**src/hdl/bu2x_pkg.sv**
```systemverilog
// shared types and constants for the bilinear 2x upscaler
// no dependencies; imported by every module of the block
package bu2x_pkg;

    localparam int PIX_W        = 8;
    localparam int ROW_W        = 12;
    localparam int CFG_WIDTH_W  = 11;
    localparam int CFG_HEIGHT_W = 13;
    localparam int CFG_DATA_W   = 13;
    localparam int MAX_WIDTH_DEF = 1024;
    localparam int MAX_HEIGHT   = 4096;
    localparam int WIDTH_RESET  = 1024;
    localparam int HEIGHT_RESET = 768;

    typedef enum logic [0:0] {
        CFG_IMAGE_WIDTH  = 1'b0,
        CFG_IMAGE_HEIGHT = 1'b1
    } cfg_reg_t;

    // which of the up to four blocks a pixel completes
    typedef enum logic [1:0] {
        BLK_ABOVE        = 2'd0,
        BLK_ABOVE_BORDER = 2'd1,
        BLK_LAST         = 2'd2,
        BLK_CORNER       = 2'd3
    } blk_t;

    typedef struct packed {
        logic row_up;
        logic row_last;
        logic col_left;
        logic col_last;
    } pos_ctl_t;

endpackage

```
**src/hdl/bu2x_emit.sv**
```systemverilog
// holds one pixel, steps through the blocks it completes and blends them
// into the output register; depends on bu2x_pkg
module bu2x_emit #(
    parameter int COL_W  = 10,
    parameter int DATA_W = 56
) (
    input  logic                       clk,
    input  logic                       rst_n,
    input  logic                       restart,
    input  logic                       load,
    output logic                       item_ready,
    input  logic [bu2x_pkg::PIX_W-1:0] in_pixel,
    input  logic [COL_W-1:0]           in_col,
    input  logic [bu2x_pkg::ROW_W-1:0] in_row,
    input  bu2x_pkg::pos_ctl_t         in_ctl,
    input  logic [bu2x_pkg::PIX_W-1:0] above,
    output logic                       m_tvalid,
    input  logic                       m_tready,
    output logic [DATA_W-1:0]          m_tdata,
    output logic                       m_tlast
);
    import bu2x_pkg::*;

    localparam int USED_W = 4 * PIX_W + COL_W + ROW_W;

    logic             hold_valid_reg;
    logic [3:0]       mask_reg, mask_next, mask_load, pick_oh;
    logic [PIX_W-1:0] pix_reg, left_reg, ul_reg;
    logic [COL_W-1:0] col_reg;
    logic [ROW_W-1:0] row_reg;
    logic             col_last_reg;
    blk_t             pick;
    logic             out_load, retire;
    logic [PIX_W-1:0] p, r, d, q;
    logic [COL_W-1:0] b_col;
    logic [ROW_W-1:0] b_row;
    logic [PIX_W:0]   sum_h, sum_v;
    logic [PIX_W+1:0] sum_4;
    logic             out_valid_reg, out_last_reg;
    logic [USED_W-1:0] out_data_reg;

    assign mask_load = {in_ctl.row_last & in_ctl.col_last,
                        in_ctl.row_last & in_ctl.col_left,
                        in_ctl.row_up & in_ctl.col_last,
                        in_ctl.row_up & in_ctl.col_left};

    always_comb
    begin
        if (mask_reg[0])
            pick = BLK_ABOVE;
        else if (mask_reg[1])
            pick = BLK_ABOVE_BORDER;
        else if (mask_reg[2])
            pick = BLK_LAST;
        else
            pick = BLK_CORNER;
        pick_oh   = 4'b0001 << pick;
        mask_next = mask_reg & ~pick_oh;
    end

    assign out_load   = hold_valid_reg && (mask_reg != 4'd0) && (!out_valid_reg || m_tready);
    assign retire     = hold_valid_reg && ((mask_reg == 4'd0) || (out_load && mask_next == 4'd0));
    assign item_ready = !hold_valid_reg || retire;

    always_comb
    begin
        unique case (pick)
            BLK_ABOVE:
            begin
                p = ul_reg;   r = above;    d = left_reg; q = pix_reg;
                b_col = col_reg - COL_W'(1); b_row = row_reg - ROW_W'(1);
            end
            BLK_ABOVE_BORDER:
            begin
                p = above;    r = above;    d = pix_reg;  q = pix_reg;
                b_col = col_reg;             b_row = row_reg - ROW_W'(1);
            end
            BLK_LAST:
            begin
                p = left_reg; r = pix_reg;  d = left_reg; q = pix_reg;
                b_col = col_reg - COL_W'(1); b_row = row_reg;
            end
            default:
            begin
                p = pix_reg;  r = pix_reg;  d = pix_reg;  q = pix_reg;
                b_col = col_reg;             b_row = row_reg;
            end
        endcase
        sum_h = {1'b0, p} + {1'b0, r} + (PIX_W+1)'(1);
        sum_v = {1'b0, p} + {1'b0, d} + (PIX_W+1)'(1);
        sum_4 = {2'b00, p} + {2'b00, r} + {2'b00, d} + {2'b00, q} + (PIX_W+2)'(2);
    end

    always_ff @(posedge clk or negedge rst_n)
    begin
        if (!rst_n)
        begin
            hold_valid_reg <= 1'b0;
            mask_reg       <= 4'd0;
            left_reg       <= '0;
            ul_reg         <= '0;
            out_valid_reg  <= 1'b0;
        end
        else
        begin
            // neighbors of the next pixel come from the one leaving
            if (restart)
            begin
                left_reg <= '0;
                ul_reg   <= '0;
            end
            else if (retire)
            begin
                left_reg <= col_last_reg ? '0 : pix_reg;
                ul_reg   <= col_last_reg ? '0 : above;
            end
            if (load)
            begin
                hold_valid_reg <= 1'b1;
                mask_reg       <= mask_load;
            end
            else if (retire)
            begin
                hold_valid_reg <= 1'b0;
                mask_reg       <= 4'd0;
            end
            else if (out_load)
                mask_reg <= mask_next;
            if (out_load)
                out_valid_reg <= 1'b1;
            else if (m_tready)
                out_valid_reg <= 1'b0;
        end
    end

    always_ff @(posedge clk)
    begin
        if (load)
        begin
            pix_reg      <= in_pixel;
            col_reg      <= in_col;
            row_reg      <= in_row;
            col_last_reg <= in_ctl.col_last;
        end
        if (out_load)
        begin
            out_data_reg <= {b_row, b_col, sum_4[PIX_W+1:2], sum_v[PIX_W:1],
                             sum_h[PIX_W:1], p};
            out_last_reg <= (mask_next == 4'd0);
        end
    end

    assign m_tvalid = out_valid_reg;
    assign m_tdata  = {{(DATA_W - USED_W){1'b0}}, out_data_reg};
    assign m_tlast  = out_last_reg;

endmodule

```
**config.mk**
```make
export PLATFORM = sky130hd
export DESIGN_NAME = bu2x_emit
export DESIGN_NICKNAME = d
export VERILOG_FILES = /design/src/hdl/bu2x_pkg.sv /design/src/hdl/bu2x_emit.sv
export SDC_FILE = /design/constraint.sdc
export NUM_CORES = 1
export LEC_CHECK = 0
export BUFFER_PORTS_ARGS = -buffer_cell sky130_fd_sc_hd__clkbuf_2
export CORE_MARGIN = 2
export CORE_UTILIZATION = 37
export DETAILED_ROUTE_END_ITERATION = 7
export PLACE_DENSITY = 0.54
export SLEW_MARGIN = 30
export SYNTH_ARGS = -nofsm -noshare
export SYNTH_HDL_FRONTEND = slang
export SYNTH_SLANG_ARGS = --single-unit
export TNS_END_PERCENT = 5
```
**constraint.sdc**
```tcl
create_clock -name clk -period 11.55 [get_ports clk]
set_clock_uncertainty 0.2 [all_clocks]
set_input_delay 1.155 -clock clk [delete_from_list [all_inputs] [get_ports clk]]
set_output_delay 1.155 -clock clk [all_outputs]
set_load 0.05 [all_outputs]
```
==> results.yml, run 1 <==
routing:
  via_per_inst: 4.88
  drc: 0
  post_drt_wl_per_cell_um: 15.7
  drtIter0Drc: 204
  vias: 3837
  first_pass_iters: 4
  drtAntennaViolNets: 0
  routed_wl_mm: 12.3
setup_path:
  r2r_cells: 14
  cp.arrival_ps: 4840
  path_class: "reg2reg"
  path_max_fanout: 24
  start_kind: "flop"
  end_kind: "flop"
  crit_required_ps: 11470
die:
  die_w_um: 128
  fp.dieH_um: 128
  core_area_um2: 15100
  rows: 45
  die_area_um2: 16400
  initial_core_util_pct: 37.7
  ioPinCount: 106
layout:
  fin_cells: 787
  areaGrowthSynthToFinish_pct: 17.4
  stdcell_area_um2: 6700
  drive_above_1_share_pct: 22.2
  fillers: 1426
  fin_util_pct: 44.3
  nets: 683
  largest_register_ffs: 54
  antenna_cells: 0
place:
  dp.cells: 771
  postPlaceCellArea_um2: 6400
  io_buffers: 103
  dp_hpwl_mm: 9.18
  place.gp.congestion: 0.799
run:
  max_cap_violations: 0
power_and_ir_drop:
  finalPower_uw: 1410
  power.density_nw_per_um2: 210
  power.leakage_uw: 0.00291
  ir_worst_vdd_mv: 0.0699
yosys:
  async_reset_ff_share_pct: 20.4
  yosysSeqAreaShare_pct: 54.9
  ys_top_cells_by_area: "edfxtp_1 45%, dfrtp_1 9.6%, fa_1 6.0%"
  synth_top_area_share_pct: 45.2
  synth_top_area_cell: "edfxtp_1"
  synth.cell_area_um2: 5710
  synth_warnings: 0
  synth-seq-cells: 108
  synth-edff-count: 86
  syn_area_per_cell_um2: 11.6
  synthCells: 494
  ys.flop_type: "edfxtp_1"
  synth_cell_types: 48
timing:
  rsz0062_at_grt: "no"
  period_share_pct: 42.6
  tns_ps: 0
  period_needed_ps: 4920
  slew_headroom_pct: 39.5
  hold_violations: 0
  report.final.slew_viol_count: 0
  worst_pin_slew_ps: 908
  max_freq_ghz: 0.203
  setup_viol: 0
clocking:
  ctsResizeCount: 0
  cts_made_buffers: 9
  clk_pin_slew_ps: 70
  cts_sinks: 108
  cts_root_buf: "clkbuf_16"
  clock_latency_ps: 360
  tritoncts: "done"
  cts_hold_buf: 0
  post_cts_buffers: 0
  ctsHtreeMaxLevel: 3
  cts_max_path_buffers: 2
grt:
  grt_max_degree: 41
  grt_use_total_pct: 15.7
  gr-total-overflow: 0
  grt_pass1_wl_mm: 19.7
  grt_pass1_vias: 3880
  antenna_found_initial: 0
hold_path:
  whs_path_depth: 2
  min_path_type: "reg2reg"
status:
  outcome: "finished clean"
-- synth_stat cells, drive strengths merged (2+ instances only) --
| cell | number |
|---|---|
| buf | 10 |
| mux2i | 3 |
| clkbuf | 7 |
| edfxtp | 86 |
| nor2b | 3 |
| or3 | 10 |
| nand2 | 43 |
| o21a | 2 |
| nand3b | 10 |
| o41ai | 2 |
| o21ai | 27 |
| nand2b | 3 |
| dfrtp | 22 |
| xnor2 | 18 |
| mux2 | 7 |
| nor2 | 34 |
| nand3 | 7 |
| nor4 | 5 |
| nor3 | 8 |
| o21bai | 3 |
| a21o | 9 |
| xor2 | 18 |
| a221oi | 6 |
| fa | 17 |
| inv | 58 |
| ha | 25 |
| a21oi | 37 |
-- logic make-up (layout without fill, tap and decap cells) --
group | after synthesis | after routing | share of synthesized area, %
flops | 108 | 108 | 54.9
other cells | 1 | 2 | 0.0657
buf+inv | 75 | 179 | 5.26
fa+ha+maj | 43 | 43 | 11.6
mux | 10 | 10 | 1.91
xor+xnor | 36 | 36 | 5.52
simple gates | 128 | 128 | 10.9
compound gates | 93 | 93 | 9.84
-- worst paths after layout --
check / from / to / slack (ps)
setup / recovery: mask_reg[0] / out_data_reg[31] / 6630
setup reg to reg: mask_reg[0] / out_data_reg[31] / 6630
max in group asynchronous: rst_n / left_reg[3] / 10160
hold / removal: ul_reg[6] / ul_reg[6] / 330
min in group asynchronous: rst_n / left_reg[0] / 590
hold reg to reg: ul_reg[6] / ul_reg[6] / 330
-- through the flow --
step / setup slack, ps / hold WS (ps)
3_5_place_dp: 6360 / 319
6_report: 6630 / 327
2_1_floorplan: 7140 / 297
3_3_place_gp: 6500 / 310
5_1_grt: 6240 / 360
4_1_cts: 6330 / 330
-- power by group --
part / internal [µW] / switching, µW / total, µW / leakage (µW)
Sequential: 509 / 28.0 / 537 / 0.00111
Combinational: 186 / 374 / 559 / 0.00165
Clock: 169 / 144 / 313 / 0.000142
-- routing by layer --
layer,track usage (%),vias up,part of all wire (%)
met1,20.7,1839,46
met3,2.42,16,3.8
met4,7.37,0,2.2
li1,-,1911,-
met5,0,-,0
met2,25.6,71,48
-- worst max-delay path, stage by stage (launching register included) --
cell	delay, ps
dfrtp_1	900
or3_1	510
nor2_1	100
nor3_2	540
inv_1	100
ha_1	320
fa_1	530
inv_1	40
ha_1	210
a21o_1	180
a21oi_1	220
o41a_1	240
o21ai_1	160
a21o_1	240
a21o_1	180
-- layout by cell type, fill, tap and decap left out, types with 18 or more instances in the layout --
| master | synthesis | final |
|---|---|---|
| o21ai_0 | 20 | 20 |
| a21oi_1 | 37 | 37 |
| clkbuf_2 | 0 | 102 |
| dfrtp_1 | 22 | 22 |
| nand2_1 | 43 | 43 |
| xnor2_1 | 18 | 18 |
| ha_1 | 25 | 25 |
| edfxtp_1 | 86 | 86 |
| xor2_1 | 18 | 18 |
| nor2_1 | 33 | 32 |
| inv_1 | 57 | 57 |
-- cell type report --
class | count | area [µm²] | area share, %
multi-input cells | 312 | 2290 | 34.2
clock buffers | 9 | 225 | 3.36
well taps | 188 | 235 | 3.51
inverters | 58 | 218 | 3.25
clock inverters | 7 | 71.3 | 1.06
repair buffers | 105 | 531 | 7.91
flip-flops and latches | 108 | 3130 | 46.7
(Power assumes the default switching activity.)
==> run 2: changes to the inputs <==
Settings changed: ABC_AREA from default to 1, PLACE_DENSITY 0.54 to 0.56.
Clock period 11.55 ns to 4.1 ns, I/O delays scaled along.
==> results.yml, run 2 <==
yosys:
  synthCells: 565
  synth_top_area_cell: "edfxtp_1"
  async_reset_ff_share_pct: 20.4
  yosysSeqAreaShare_pct: 53.4
  synth_top_area_share_pct: 44.0
  synth-edff-count: 86
  syn_area_per_cell_um2: 10.4
  synth_warnings: 0
  ys_top_cells_by_area: "edfxtp_1 44%, dfrtp_1 9.4%, inv_1 6.4%"
  yosysMostFrequentCell: "inv_1"
  synth_cell_types: 37
  ys.flop_type: "edfxtp_1"
  synth.cell_area_um2: 5870
  synth-seq-cells: 108
  synth_commonest_cells: "100 x inv_1, 94 x nand2_1, 86 x edfxtp_1"
setup_path:
  crit_chain: "inv_1, nand2_4, inv_4, a21oi_1, o21ai_0, a21oi_1, a21oi_2, fa_1, inv_1, fa_1, inv_1, ha_1, a21oi_1, o21ai_0, a21o_1, nand2_1, nand2_1, xor2_1"
  cpPeakStageDelay_ps: 530
  path_class: "reg2reg"
  start_kind: "flop"
  cp.arrival_ps: 3710
  rr_endpoint: "out_data_reg[29]"
  crit_required_ps: 4000
  path_max_fanout: 15
  crit_path_end: "out_data_reg[29]"
  r2r_cells: 18
  worstSetupStartpoint: "mask_reg[2]"
  worst_r2r_startpoint: "mask_reg[2]"
  end_kind: "flop"
  critical_path.slowest_cell: "fa_1"
  r2r_setup_slack_ps: 290
timing:
  slew_headroom_pct: 50.4
  max_freq_ghz: 0.263
  tns_ps: 0
  worst_pin_slew_ps: 745
  report.final.slew_viol_count: 0
  hold_violations: 0
  rsz0062_at_grt: "no"
  period_share_pct: 92.8
  period_needed_ps: 3810
  setup_viol: 0
grt:
  grt_pass1_wl_mm: 19.6
  grt_max_degree: 56
  grt_use_total_pct: 15.2
  antenna_found_initial: 0
  grt_pass1_vias: 3916
  gr-total-overflow: 0
place:
  place.gp.congestion: 0.857
  io_buffers: 103
  dp_hpwl_mm: 9.65
die:
  core_area_um2: 15700
  rows: 46
  die_area_um2: 16900
  ioPinCount: 106
  die_w_um: 130
  fp.dieH_um: 130
  initial_core_util_pct: 37.4
routing:
  drc: 0
  drtAntennaViolNets: 0
  routed_wl_mm: 12.3
  vias: 4083
  via_per_inst: 4.52
  post_drt_wl_per_cell_um: 13.7
  first_pass_iters: 4
  drtIter0Drc: 264
clocking:
  cts_sinks: 108
  ctsHtreeMaxLevel: 3
  clk_pin_slew_ps: 80
  cts_max_path_buffers: 2
  cts_root_buf: "clkbuf_16"
  cts_made_buffers: 9
  clock_latency_ps: 360
  tritoncts: "done"
  post_cts_buffers: 0
layout:
  nets: 771
  antenna_cells: 0
  drive_above_1_share_pct: 23.7
  fin_util_pct: 44.5
  fillers: 1507
  multiInputGateArea_um2: 2290
  final_cell_mix: "103 x clkbuf_2, 100 x inv_1, 94 x nand2_1"
  final_common_cell: "clkbuf_2"
  seq_area_um2: 3130
  areaGrowthSynthToFinish_pct: 19.2
  largest_register_ffs: 54
hold_path:
  min_path_type: "in2reg"
run:
  max_cap_violations: 0
status:
  outcome: "finished clean"
-- run 2: cell count changes in the layout (fill, tap and decap cells not counted), moves of 12 or more --
cell     change
nand2_1     +51
nand3_1     +28
o21ai_0     +16
inv_1       +43
xnor2_1     -12
-- run 2: worst min-delay path by stage --
stage	start	to	slack (ps)	depth (start not counted)
after floorplan	rst_n	hold_valid_reg	-90	0
final	in_pixel[1]	pix_reg[1]	20	1
after global routing	in_col[8]	col_reg[8]	9	1
after CTS	in_col[1]	col_reg[1]	4	1
after detailed placement	rst_n	mask_reg[3]	240	1
after global placement	rst_n	hold_valid_reg	220	1
-- run 2: through the flow --
| step | cells | cell area, µm² | hold WS (ps) | setup WS (ps) |
|---|---|---|---|---|
| after global placement | 886 | 6680 | 225 | 372 |
| after CTS | 903 | 6990 | 4.33 | 220 |
| final | 903 | 7000 | 20.4 | 293 |
| after global routing | 903 | 7000 | 9.17 | 36.4 |
| after detailed placement | 886 | 6680 | 236 | 247 |
| after floorplan | 566 | 5880 | -85.6 | 290 |
-- run 2: logic make-up (layout without fill, tap and decap cells) --
family | Yosys count | in the layout | synth area share (%)
flops | 108 | 108 | 53.4
fa+ha+maj | 42 | 42 | 11.1
compound gates | 89 | 89 | 8.86
buf+inv | 113 | 234 | 7.84
other cells | 1 | 2 | 0.0639
simple gates | 182 | 182 | 14.3
xor+xnor | 30 | 30 | 4.47
-- run 2: final cells by class --
class / count / share of cell area (%)
Sequential cell: 108 / 44.8
Multi-Input combinational cell: 345 / 32.7
Timing Repair Buffer: 116 / 8.80
Inverter: 102 / 5.51
Tap cell: 216 / 3.86
Clock buffer: 9 / 3.22
Clock inverter: 7 / 1.14
-- run 2: what timing repair did --
item                                    4_1_cts  5_1_grt
endpoints found under the setup margin        0        2
hold buffers                                  1        0
endpoints found under the hold margin        22        0
gates resized for setup                       0        2
-- run 2: worst max-delay path: cells and delay by family, from the launching register on --
kind | cells | cell delay [ps]
compound gates | 7 | 870
xor+xnor | 1 | 140
fa+ha+maj | 3 | 1400
buf+inv | 4 | 290
flops | 1 | 390
simple gates | 3 | 240
-- run 2: layer usage --
layer / global-route usage [%] / vias up / share of wire [%]
met5: 0 / - / 0
met3: 2.79 / 18 / 3.9
met4: 7.21 / 0 / 2.5
met1: 20.8 / 1894 / 47
li1: - / 2096 / -
met2: 23.5 / 75 / 47
Power of run 2 is left out: the tool's default activity adds up to more than one toggle a clock period on the data nets, which glitch-free logic cannot reach.
